### src/design/answer_machine_detector_fsm_defines.svh
// Assertion macros used by the answer machine detector FSM.
`ifndef ANSWER_MACHINE_DETECTOR_FSM_DEFINES_SVH
`define ANSWER_MACHINE_DETECTOR_FSM_DEFINES_SVH

`ifndef SYNTH
`define AMD_ASSERT(label, clk, rst_n, prop) \
    label: assert property (@(posedge clk) disable iff (!rst_n) prop) \
        else $error("answer machine detector: assertion failed");
`else
`define AMD_ASSERT(label, clk, rst_n, prop)
`endif

`ifndef SYNTH
`define AMD_ASSERT_NEXT(label, clk, rst_n, cause, effect) \
    label: assert property (@(posedge clk) disable iff (!rst_n) (cause) |=> (effect)) \
        else $error("answer machine detector: assertion failed");
`else
`define AMD_ASSERT_NEXT(label, clk, rst_n, cause, effect)
`endif

`endif

### src/design/amd_pkg.sv
package amd_pkg;

    localparam int unsigned CFG_INDEX_W = 2;
    localparam int unsigned CFG_DATA_W  = 16;

    localparam logic [CFG_INDEX_W-1:0] CFG_DEAD_AIR_LIMIT      = 2'd0;
    localparam logic [CFG_INDEX_W-1:0] CFG_MACHINE_VOICE_LIMIT = 2'd1;

    localparam logic [CFG_DATA_W-1:0] DEAD_AIR_LIMIT_RESET      = 16'd200;
    localparam logic [CFG_DATA_W-1:0] MACHINE_VOICE_LIMIT_RESET = 16'd90;

    localparam logic [1:0] VAD_SILENCE_BEGIN = 2'd0;
    localparam logic [1:0] VAD_SILENCE       = 2'd1;
    localparam logic [1:0] VAD_VOICE_BEGIN   = 2'd2;
    localparam logic [1:0] VAD_VOICE         = 2'd3;

    localparam logic [2:0] EV_DEAD_AIR        = 3'd0;
    localparam logic [2:0] EV_HUMAN_SILENCE   = 3'd1;
    localparam logic [2:0] EV_HUMAN_VOICE     = 3'd2;
    localparam logic [2:0] EV_MACHINE_SILENCE = 3'd3;
    localparam logic [2:0] EV_MACHINE_VOICE   = 3'd4;

    typedef enum logic [4:0] {
        PH_WAIT    = 5'b00001,
        PH_DETECT  = 5'b00010,
        PH_HUMAN   = 5'b00100,
        PH_MACHINE = 5'b01000,
        PH_DONE    = 5'b10000
    } phase_t;

    typedef struct packed {
        logic [1:0]  func;
        logic [31:0] sample_position;
    } in_item_t;

    typedef struct packed {
        logic [2:0]  detect_event;
        logic [31:0] event_sample;
    } out_item_t;

endpackage

### src/design/answer_machine_detector_fsm.sv
// Answering-machine detector. Each input transfer is one voice-activity event for one
// audio slice; it reports dead air, a human or a machine, and after a human or machine
// verdict reports every silence-begin or voice-begin event with its sample position. It
// takes one event per clock cycle unless stalled: an event passes an input register, is
// judged by one compare-and-transition step against the phase state, and its report, if
// any, enters the result register. The 32-bit elapsed-slice counter of the current phase
// sets the depth of that step. The user must write limits on the configuration port while
// no event is in flight (unenforced); there is no clearing pass after reset.
`include "answer_machine_detector_fsm_defines.svh"

module answer_machine_detector_fsm (
    input  logic                                clk,
    input  logic                                rst_n,
    input  logic                                cfg_write_en,
    input  logic [amd_pkg::CFG_INDEX_W-1:0]     cfg_index,
    input  logic [amd_pkg::CFG_DATA_W-1:0]      cfg_data,
    input  logic                                in_valid,
    output logic                                in_stall,
    input  amd_pkg::in_item_t                   in_data,
    output logic                                out_valid,
    input  logic                                out_stall,
    output amd_pkg::out_item_t                  out_data
);
    import amd_pkg::*;

    logic [CFG_DATA_W-1:0] dead_air_limit_reg;
    logic [CFG_DATA_W-1:0] machine_voice_limit_reg;

    logic      in_valid_reg;
    in_item_t  in_item_reg;
    logic      out_valid_reg;
    out_item_t out_item_reg;

    phase_t      phase_reg;
    phase_t      phase_next;
    logic [31:0] elapsed_reg;
    logic [31:0] elapsed_next;
    logic [31:0] elapsed_inc;

    logic      advance;
    logic      proc;
    logic      silent;
    logic      emit;
    logic [2:0] emit_code;

    // The result register frees up when it is empty or its transfer happens now.
    assign advance  = !out_valid_reg || !out_stall;
    assign proc     = in_valid_reg && advance;
    assign in_stall = in_valid_reg && !advance;

    assign out_valid = out_valid_reg;
    assign out_data  = out_item_reg;

    always_ff @(posedge clk or negedge rst_n)
    begin
        if (!rst_n)
        begin
            dead_air_limit_reg      <= DEAD_AIR_LIMIT_RESET;
            machine_voice_limit_reg <= MACHINE_VOICE_LIMIT_RESET;
        end
        else if (cfg_write_en)
        begin
            case (cfg_index)
                CFG_DEAD_AIR_LIMIT:      dead_air_limit_reg <= cfg_data;
                CFG_MACHINE_VOICE_LIMIT: machine_voice_limit_reg <= cfg_data;
                default:                 ;
            endcase
        end
    end

    // The counter holds slices since the phase began; it restarts at zero on every
    // phase change, which matches the slice count minus the phase start modulo 2^32.
    assign elapsed_inc = elapsed_reg + 32'd1;

    always_comb
    begin
        silent     = in_item_reg.func inside {VAD_SILENCE_BEGIN, VAD_SILENCE};
        phase_next = phase_reg;
        emit       = 1'b0;
        emit_code  = EV_DEAD_AIR;
        case (phase_reg)
            PH_WAIT:
            begin
                if (silent)
                begin
                    if (elapsed_inc >= {16'd0, dead_air_limit_reg})
                    begin
                        phase_next = PH_DONE;
                        emit       = 1'b1;
                        emit_code  = EV_DEAD_AIR;
                    end
                end
                else
                begin
                    phase_next = PH_DETECT;
                end
            end
            PH_DETECT:
            begin
                if (silent)
                begin
                    phase_next = PH_HUMAN;
                    emit       = 1'b1;
                    emit_code  = EV_HUMAN_SILENCE;
                end
                else if (elapsed_inc >= {16'd0, machine_voice_limit_reg})
                begin
                    phase_next = PH_MACHINE;
                    emit       = 1'b1;
                    emit_code  = EV_MACHINE_VOICE;
                end
            end
            PH_HUMAN:
            begin
                case (in_item_reg.func)
                    VAD_SILENCE_BEGIN:
                    begin
                        emit      = 1'b1;
                        emit_code = EV_HUMAN_SILENCE;
                    end
                    VAD_VOICE_BEGIN:
                    begin
                        emit      = 1'b1;
                        emit_code = EV_HUMAN_VOICE;
                    end
                    default: ;
                endcase
            end
            PH_MACHINE:
            begin
                case (in_item_reg.func)
                    VAD_SILENCE_BEGIN:
                    begin
                        emit      = 1'b1;
                        emit_code = EV_MACHINE_SILENCE;
                    end
                    VAD_VOICE_BEGIN:
                    begin
                        emit      = 1'b1;
                        emit_code = EV_MACHINE_VOICE;
                    end
                    default: ;
                endcase
            end
            default: ;
        endcase
        elapsed_next = (phase_next != phase_reg) ? 32'd0 : elapsed_inc;
    end

    always_ff @(posedge clk or negedge rst_n)
    begin
        if (!rst_n)
        begin
            in_valid_reg  <= 1'b0;
            out_valid_reg <= 1'b0;
            phase_reg     <= PH_WAIT;
            elapsed_reg   <= 32'd0;
        end
        else
        begin
            if (in_valid && !in_stall)
            begin
                in_valid_reg <= 1'b1;
            end
            else if (advance)
            begin
                in_valid_reg <= 1'b0;
            end
            if (advance)
            begin
                out_valid_reg <= proc && emit;
            end
            if (proc)
            begin
                phase_reg   <= phase_next;
                elapsed_reg <= elapsed_next;
            end
        end
    end

    always_ff @(posedge clk)
    begin
        if (in_valid && !in_stall)
        begin
            in_item_reg <= in_data;
        end
        if (proc && emit)
        begin
            out_item_reg.detect_event <= emit_code;
            out_item_reg.event_sample <= in_item_reg.sample_position;
        end
    end

    `AMD_ASSERT_NEXT(a_done_is_final, clk, rst_n, phase_reg == PH_DONE, phase_reg == PH_DONE)
    `AMD_ASSERT_NEXT(a_verdict_reports, clk, rst_n,
        proc && phase_reg == PH_DETECT && phase_next != PH_DETECT, out_valid_reg)
    `AMD_ASSERT_NEXT(a_phase_restarts_count, clk, rst_n,
        proc && phase_next != phase_reg, elapsed_reg == 32'd0)
    `AMD_ASSERT(a_result_from_event, clk, rst_n, $rose(out_valid_reg) |-> $past(proc))

endmodule
### config.mk
export PLATFORM = sky130hd
export DESIGN_NAME = answer_machine_detector_fsm
export DESIGN_NICKNAME = d
export VERILOG_FILES = /design/src/design/amd_pkg.sv /design/src/design/answer_machine_detector_fsm.sv
export VERILOG_INCLUDE_DIRS = /design/src /design/src/design
export SDC_FILE = /design/constraint.sdc
export NUM_CORES = 1
export LEC_CHECK = 0
export ABC_AREA = 1
export BUFFER_PORTS_ARGS = -buffer_cell sky130_fd_sc_hd__buf_2
export CAP_MARGIN = 25
export CELL_PAD_IN_SITES_DETAIL_PLACEMENT = 0
export CELL_PAD_IN_SITES_GLOBAL_PLACEMENT = 1
export CORE_UTILIZATION = 28
export CTS_CLUSTER_SIZE = 30
export DETAILED_ROUTE_END_ITERATION = 7
export PLACE_DENSITY = 0.55
export REMOVE_ABC_BUFFERS = 1
export SYNTH_ARGS = -nofsm -noshare
export SYNTH_HDL_FRONTEND = slang
export SYNTH_SLANG_ARGS = --single-unit
### constraint.sdc
create_clock -name clk -period 3.3 [get_ports clk]
set_clock_uncertainty 0.1 [all_clocks]
set_input_delay 0.495 -clock clk [delete_from_list [all_inputs] [get_ports clk]]
set_output_delay 0.495 -clock clk [all_outputs]
set_load 0.05 [all_outputs]
-- After elaboration in Yosys (flattened, before gate mapping)
Cells that the tools add are included.
W data, S select, Z words.
- equality and inequality tests: 8
- reductions and logical operators: 17
- add/subtract/negate cells: 1
- mux-type cells: 19
- $lt $le $gt $ge: 2
- operators by type and width (operator ; number):
    $ge A32 B16 Y1 ; 2
    $add A32 B1 Y32 const B ; 1
    $mux W32 ; 1
    $mux W5 ; 4
    $pmux W5 S2 ; 1
    $pmux W3 S3 ; 1
    $mux W1 ; 7
    $mux W3 ; 2
    $pmux W3 S2 ; 1
    $eq A5 B1 Y1 const B ; 1
    $eq A5 B2 Y1 const B ; 1
    $eq A5 B3 Y1 const B ; 1
    $eq A5 B4 Y1 const B ; 1
    $ne A5 B5 Y1 ; 1
    $eq A2 B1 Y1 const B ; 2
    $logic_and A1 B1 Y1 ; 4
    $logic_not A1 Y1 ; 4
    $logic_not A2 Y1 ; 2
    $pmux W2 S2 ; 1
    $reduce_and A2 Y1 ; 2
    $reduce_bool A2 Y1 ; 2
    $reduce_or A2 Y1 ; 2
    $pmux W1 S3 ; 1
    $eq A2 B2 Y1 const B ; 1
    $logic_or A1 B1 Y1 ; 1
- flip-flop bits (word level): 140
- output and inout port bits: 37
- word-level logic and storage cells: 57
- input bits: 57

-- Depth between registers and ports, before layout
- depth in word-level cells: 7
- mapped depth: 23
- depth with buffers taken out: 23

-- Worst setup path after synthesis
Ideal clock, no wire load.
- path type: register -> register
- start: register elapsed_reg[0]
- end: register out_item_reg (netlist bit out_data[0]) (enable)
- clock period less this slack: 3.425 ns
- slack: -0.125 ns
- data required time: 2.810 ns
- stages on the path, launching flop included: 24
- data arrival time: 2.935 ns
- buffers on the path: 0
- library setup time: 0.390 ns
- cells stage by stage: dfrtp_1 > ha_1 > nand2_1 > nor2_2 > or2_2 > nand2_1 > inv_1 > ha_1 > nand2_1 > inv_1 > nand2_1 > nand2_1 > nand2_1 > nand2_1 > nand2_1 > nand2_1 > nand2_1 > nand2_1 > nor2_2 > nand2_1 > nand2_1 > nand3_1 > nand2_1 > inv_1
- longest elaborated chain between the ends: 6
- elaborated cells on any way between the ends: 9
- those cells by class: 1 x add/sub; 2 x order compare; 5 x mux; 1 x reduce/logical
- ends and longest elaborated chain (item ; line ; RTL):
    start: declaration ; answer_machine_detector_fsm.sv:36 ; logic [31:0] elapsed_reg;
    start signal: assignment ; answer_machine_detector_fsm.sv:176 ; elapsed_reg <= elapsed_next;
    $add A32 B1 Y32 (*) ; answer_machine_detector_fsm.sv:73 ; assign elapsed_inc = elapsed_reg + 32'd1;
    $ge A32 B16 Y1, on equally long branches ; answer_machine_detector_fsm.sv:106, answer_machine_detector_fsm.sv:86 ;
    $mux W1, on equally long branches ; answer_machine_detector_fsm.sv:106, answer_machine_detector_fsm.sv:86 ;
    $mux W1, on equally long branches ; answer_machine_detector_fsm.sv:100, answer_machine_detector_fsm.sv:84 ;
    $pmux W1 S3 (*) ; answer_machine_detector_fsm.sv:81 ; case (phase_reg)
    $logic_and A1 B1 Y1 (*) ; answer_machine_detector_fsm.sv:187 ; if (proc && emit)
    end: declaration ; answer_machine_detector_fsm.sv:32 ; out_item_t out_item_reg;
Mark *: on every way between the ends. The rest lies on a longest branch, timed or not.
A chain may end at the register's enable or synchronous reset.

-- Worst setup path in the final report
- start: register elapsed_reg[2]
- end: register out_item_reg (netlist bit out_data[16]) (enable)
Same word-level chain as after synthesis.

==> results.py <==
metrics = {
    "run_status": {
        "status": "finished clean",
    },
    "power_and_ir_drop": {
        "p_switching_mw": 1.75,
        "p_total_mw": 5.27,
        "p_leak_nw": 4.40,
        "swShare_pct": 33.2,
        "power_frac_comb_pct": 24.6,
        "p_seq_share_pct": 41.5,
        "pwr-share-clk_pct": 33.9,
        "internal_power_mw": 3.52,
        "vdd_ir_drop_max_mv": 0.293,
        "p_per_area_mw_per_mm2": 566,
    },
    "clock_tree": {
        "htree_levels": 4,
        "numCtsBuffers": 17,
        "cts_buffer_depth": 2,
        "clk_latency_ns": 0.42,
        "cts_tree": "yes",
        "cts-root-buf": "clkbuf_16",
        "clkSinkCount": 140,
        "path_clk_slew_ns": 0.07,
    },
    "global_routing": {
        "grt_max_degree": 72,
        "antenna_found_initial": 0,
        "grt_first_pass_wirelength_um": 28500,
        "grt_pass1_vias": 5221,
        "grt_overflow_total": 0,
        "grt_usage_pct": 14.2,
    },
    "synth": {
        "netlist_area_mm2": 0.00719,
        "yosys.area.top_type": "edfxtp_1",
        "syn_area_per_cell_um2": 8.99,
        "synth.top_cell.area_share_pct": 28.8,
        "ys_async_sr_fraction_pct": 50.7,
        "synth_cell_types": 35,
        "syn_inst": 799,
        "synthTopCellsByCount": "nand2_1, inv_1, edfxtp_1",
        "synth_area_leaders": "edfxtp_1, dfrtp_1, nand2_1, ha_1, inv_1",
        "ys.flop_type": "edfxtp_1",
        "ys_warn_count": 0,
        "ys_seq_area_share_pct": 53.7,
        "ys_seq_elements": 140,
        "synth-edff-count": 69,
        "synth_most_common_cell": "nand2_1",
    },
    "cells_and_area": {
        "antenna_cells": 0,
        "fillers": 2573,
        "nets": 1037,
        "final_core_util_pct": 37.0,
        "largest_register_ffs": 35,
        "area_delta_synth_final_pct": 29.6,
        "fin_cells": 1289,
        "drive_gt1_share_pct": 29.4,
    },
    "critical_path": {
        "crit_top_cell": "nand2_2",
        "crit-reg2reg-launch": "elapsed_reg[2]",
        "worstPathRequired_ns": 3.34,
        "cp_num_buf_inv": 6,
        "cp-start-kind": "register",
        "path_cells": "nand2_4 > nor2_8 > nand2_4 > nor2_4 > xor2_2 > buf_4 > ha_1 > inv_1 > nor3_2 > a211oi_2 > buf_4 > nand2_2 > nand2_2 > nand3b_4 > nand2_2 > nand3_2 > nand2_2 > inv_2 > buf_6 > clkbuf_16",
        "crit_path_top_delay_cell": "dfrtp_2",
        "cp.arrival_ns": 3.19,
        "rr_worst_depth": 20,
        "reg2reg_to": "out_data[16]",
        "path_class": "reg -> reg",
        "rrSetupSlack_ns": 0.15,
        "crit_end": "out_data[16]",
        "max_stage_delay_ns": 0.44,
        "critPathLaunch": "elapsed_reg[2]",
        "end_kind": "register",
        "cpLargestDelayFamily": "simple AND/OR/NAND/NOR gates",
        "path_depth": 20,
        "crit_fanout": 8,
    },
    "run": {
        "max_cap_violations": 0,
    },
    "floorplanning": {
        "start_util_pct": 28.5,
        "row_count": 58,
        "coreArea_mm2": 0.0252,
        "die-area_mm2": 0.0263,
        "fp.dieH_um": 162,
        "io_pins": 94,
        "die_w_um": 162,
    },
    "timing": {
        "hold_violations": 0,
        "whs_ns": 0.141,
        "slew_headroom_pct": 39.6,
        "slew_violations": 0,
        "min_period_ns": 3.15,
        "setup_ws_ns": 0.145,
        "fmax_ghz": 0.317,
        "finalSetupViolCount": 0,
        "finalCritPeriodShare_pct": 95.6,
        "worst_slew_pin_slew_ns": 0.898,
    },
    "placed_design": {
        "dp.cells": 1231,
        "dpl_worst_slack_ns": -0.0690,
        "hpwl_um": 12500,
        "io_buffers": 93,
        "gp_congestion": 0.786,
    },
    "routing": {
        "vias": 5447,
        "dr.pass1.iters": 4,
        "antenna_left": 0,
        "drtIter0Drc": 308,
        "drc": 0,
        "drt-vias-per-instance": 4.23,
        "routed_wl_um": 18000,
        "wl_per_cell_um": 14.0,
    },
    "min_path": {
        "hold_class": "in -> reg",
    },
}
power by group through the flow:
| stage | clock network, mW | logic [mW] | registers, mW |
|---|---|---|---|
| after global placement | 0 | 1.16 | 2.20 |
| after CTS | 1.84 | 1.21 | 2.17 |
| after global routing | 1.92 | 1.46 | 2.21 |
| after detailed placement | 0 | 1.15 | 2.20 |
| after floorplan | 0 | 0.573 | 2.40 |
| final | 1.79 | 1.29 | 2.19 |
cells in the final DEF, fill, tap and decap left out, types with 8 or more instances in the layout:
| cell | n |
|---|---|
| inv_1 | 94 |
| nor2_1 | 61 |
| nand3_1 | 17 |
| nor2_4 | 14 |
| o21ai_0 | 38 |
| nand2_1 | 248 |
| nand3b_1 | 20 |
| dfstp_2 | 8 |
| nand3_2 | 22 |
| edfxtp_1 | 69 |
| ha_1 | 28 |
| buf_2 | 92 |
| nand2_2 | 14 |
| clkbuf_16 | 18 |
| dfrtp_1 | 57 |
| a21oi_1 | 25 |
| buf_4 | 44 |
area by class of cell:
class	count	area, um2	share of cell area [%]
Tap cell	330	413	4.43
Inverter	101	379	4.07
Clock buffer	17	425	4.57
Sequential cell	140	3870	41.5
Multi-Input combinational cell	539	3120	33.5
Timing Repair Buffer	148	1000	10.7
Clock inverter	14	111	1.20
what timing repair did:
item / in CTS / in global routing
pin swaps: 1 / 26
resized for setup: 14 / 58
hold buffers: 0 / 1
endpoints found under the hold margin: 0 / 28
buffers inserted: 4 / 20
setup endpoints to repair: 66 / 70
cloned: 1 / 1
logic make-up (layout without fill, tap and decap cells):
family	after synthesis	in the layout	synth area share, %
DFF	140	140	53.7
xor gates and xnor gates	12	12	1.46
buffers and inverters	120	280	6.70
adders and majority gates	33	33	5.75
and+or+nand+nor	423	423	27.1
AOI/OAI and AO/OA	71	71	5.29
layer usage:
layer / part of all wire, % / up-vias / wire length, um / GRT usage, %
met5: 0 / - / 0 / 0
met4: 0.90 / 0 / 162 / 4.12
met3: 2.8 / 9 / 508 / 2.91
met2: 49 / 69 / 8780 / 23.3
met1: 47 / 2508 / 8550 / 18.8
li1: - / 2861 / - / -
worst min path at each step:
stage	depth (start not counted)	from	slack, ns	end
global placement	0	in_item_reg[11]	0.30	out_data[11]
CTS	1	in_data[17]	0.12	in_item_reg[17]
global route	1	in_data[27]	0.12	in_item_reg[27]
detailed placement	0	in_item_reg[10]	0.30	out_data[10]
finish	1	in_data[17]	0.14	in_item_reg[17]
floorplan	0	rst_n	0.1	dead_air_limit_reg[0]
through the flow:
step / TNS [ns] / cell area (um2)
after CTS: 0 / 8870
final: 0 / 9320
after floorplan: -4.51 / 7080
after detailed placement: -2.42 / 8230
after global placement: -5.69 / 8230
after global routing: -0.313 / 9320
worst register-to-register path, delay by kind of cell (launching register included):
family	cells	cell delay (ns)
buffers and inverters	6	0.73
AND/OR/NAND/NOR	11	1.14
adder cells (fa/ha/maj)	1	0.31
flip-flops	1	0.44
AO/OA/AOI/OAI	1	0.06
XOR/XNOR	1	0.09
Power figures use the tool's default switching activity.
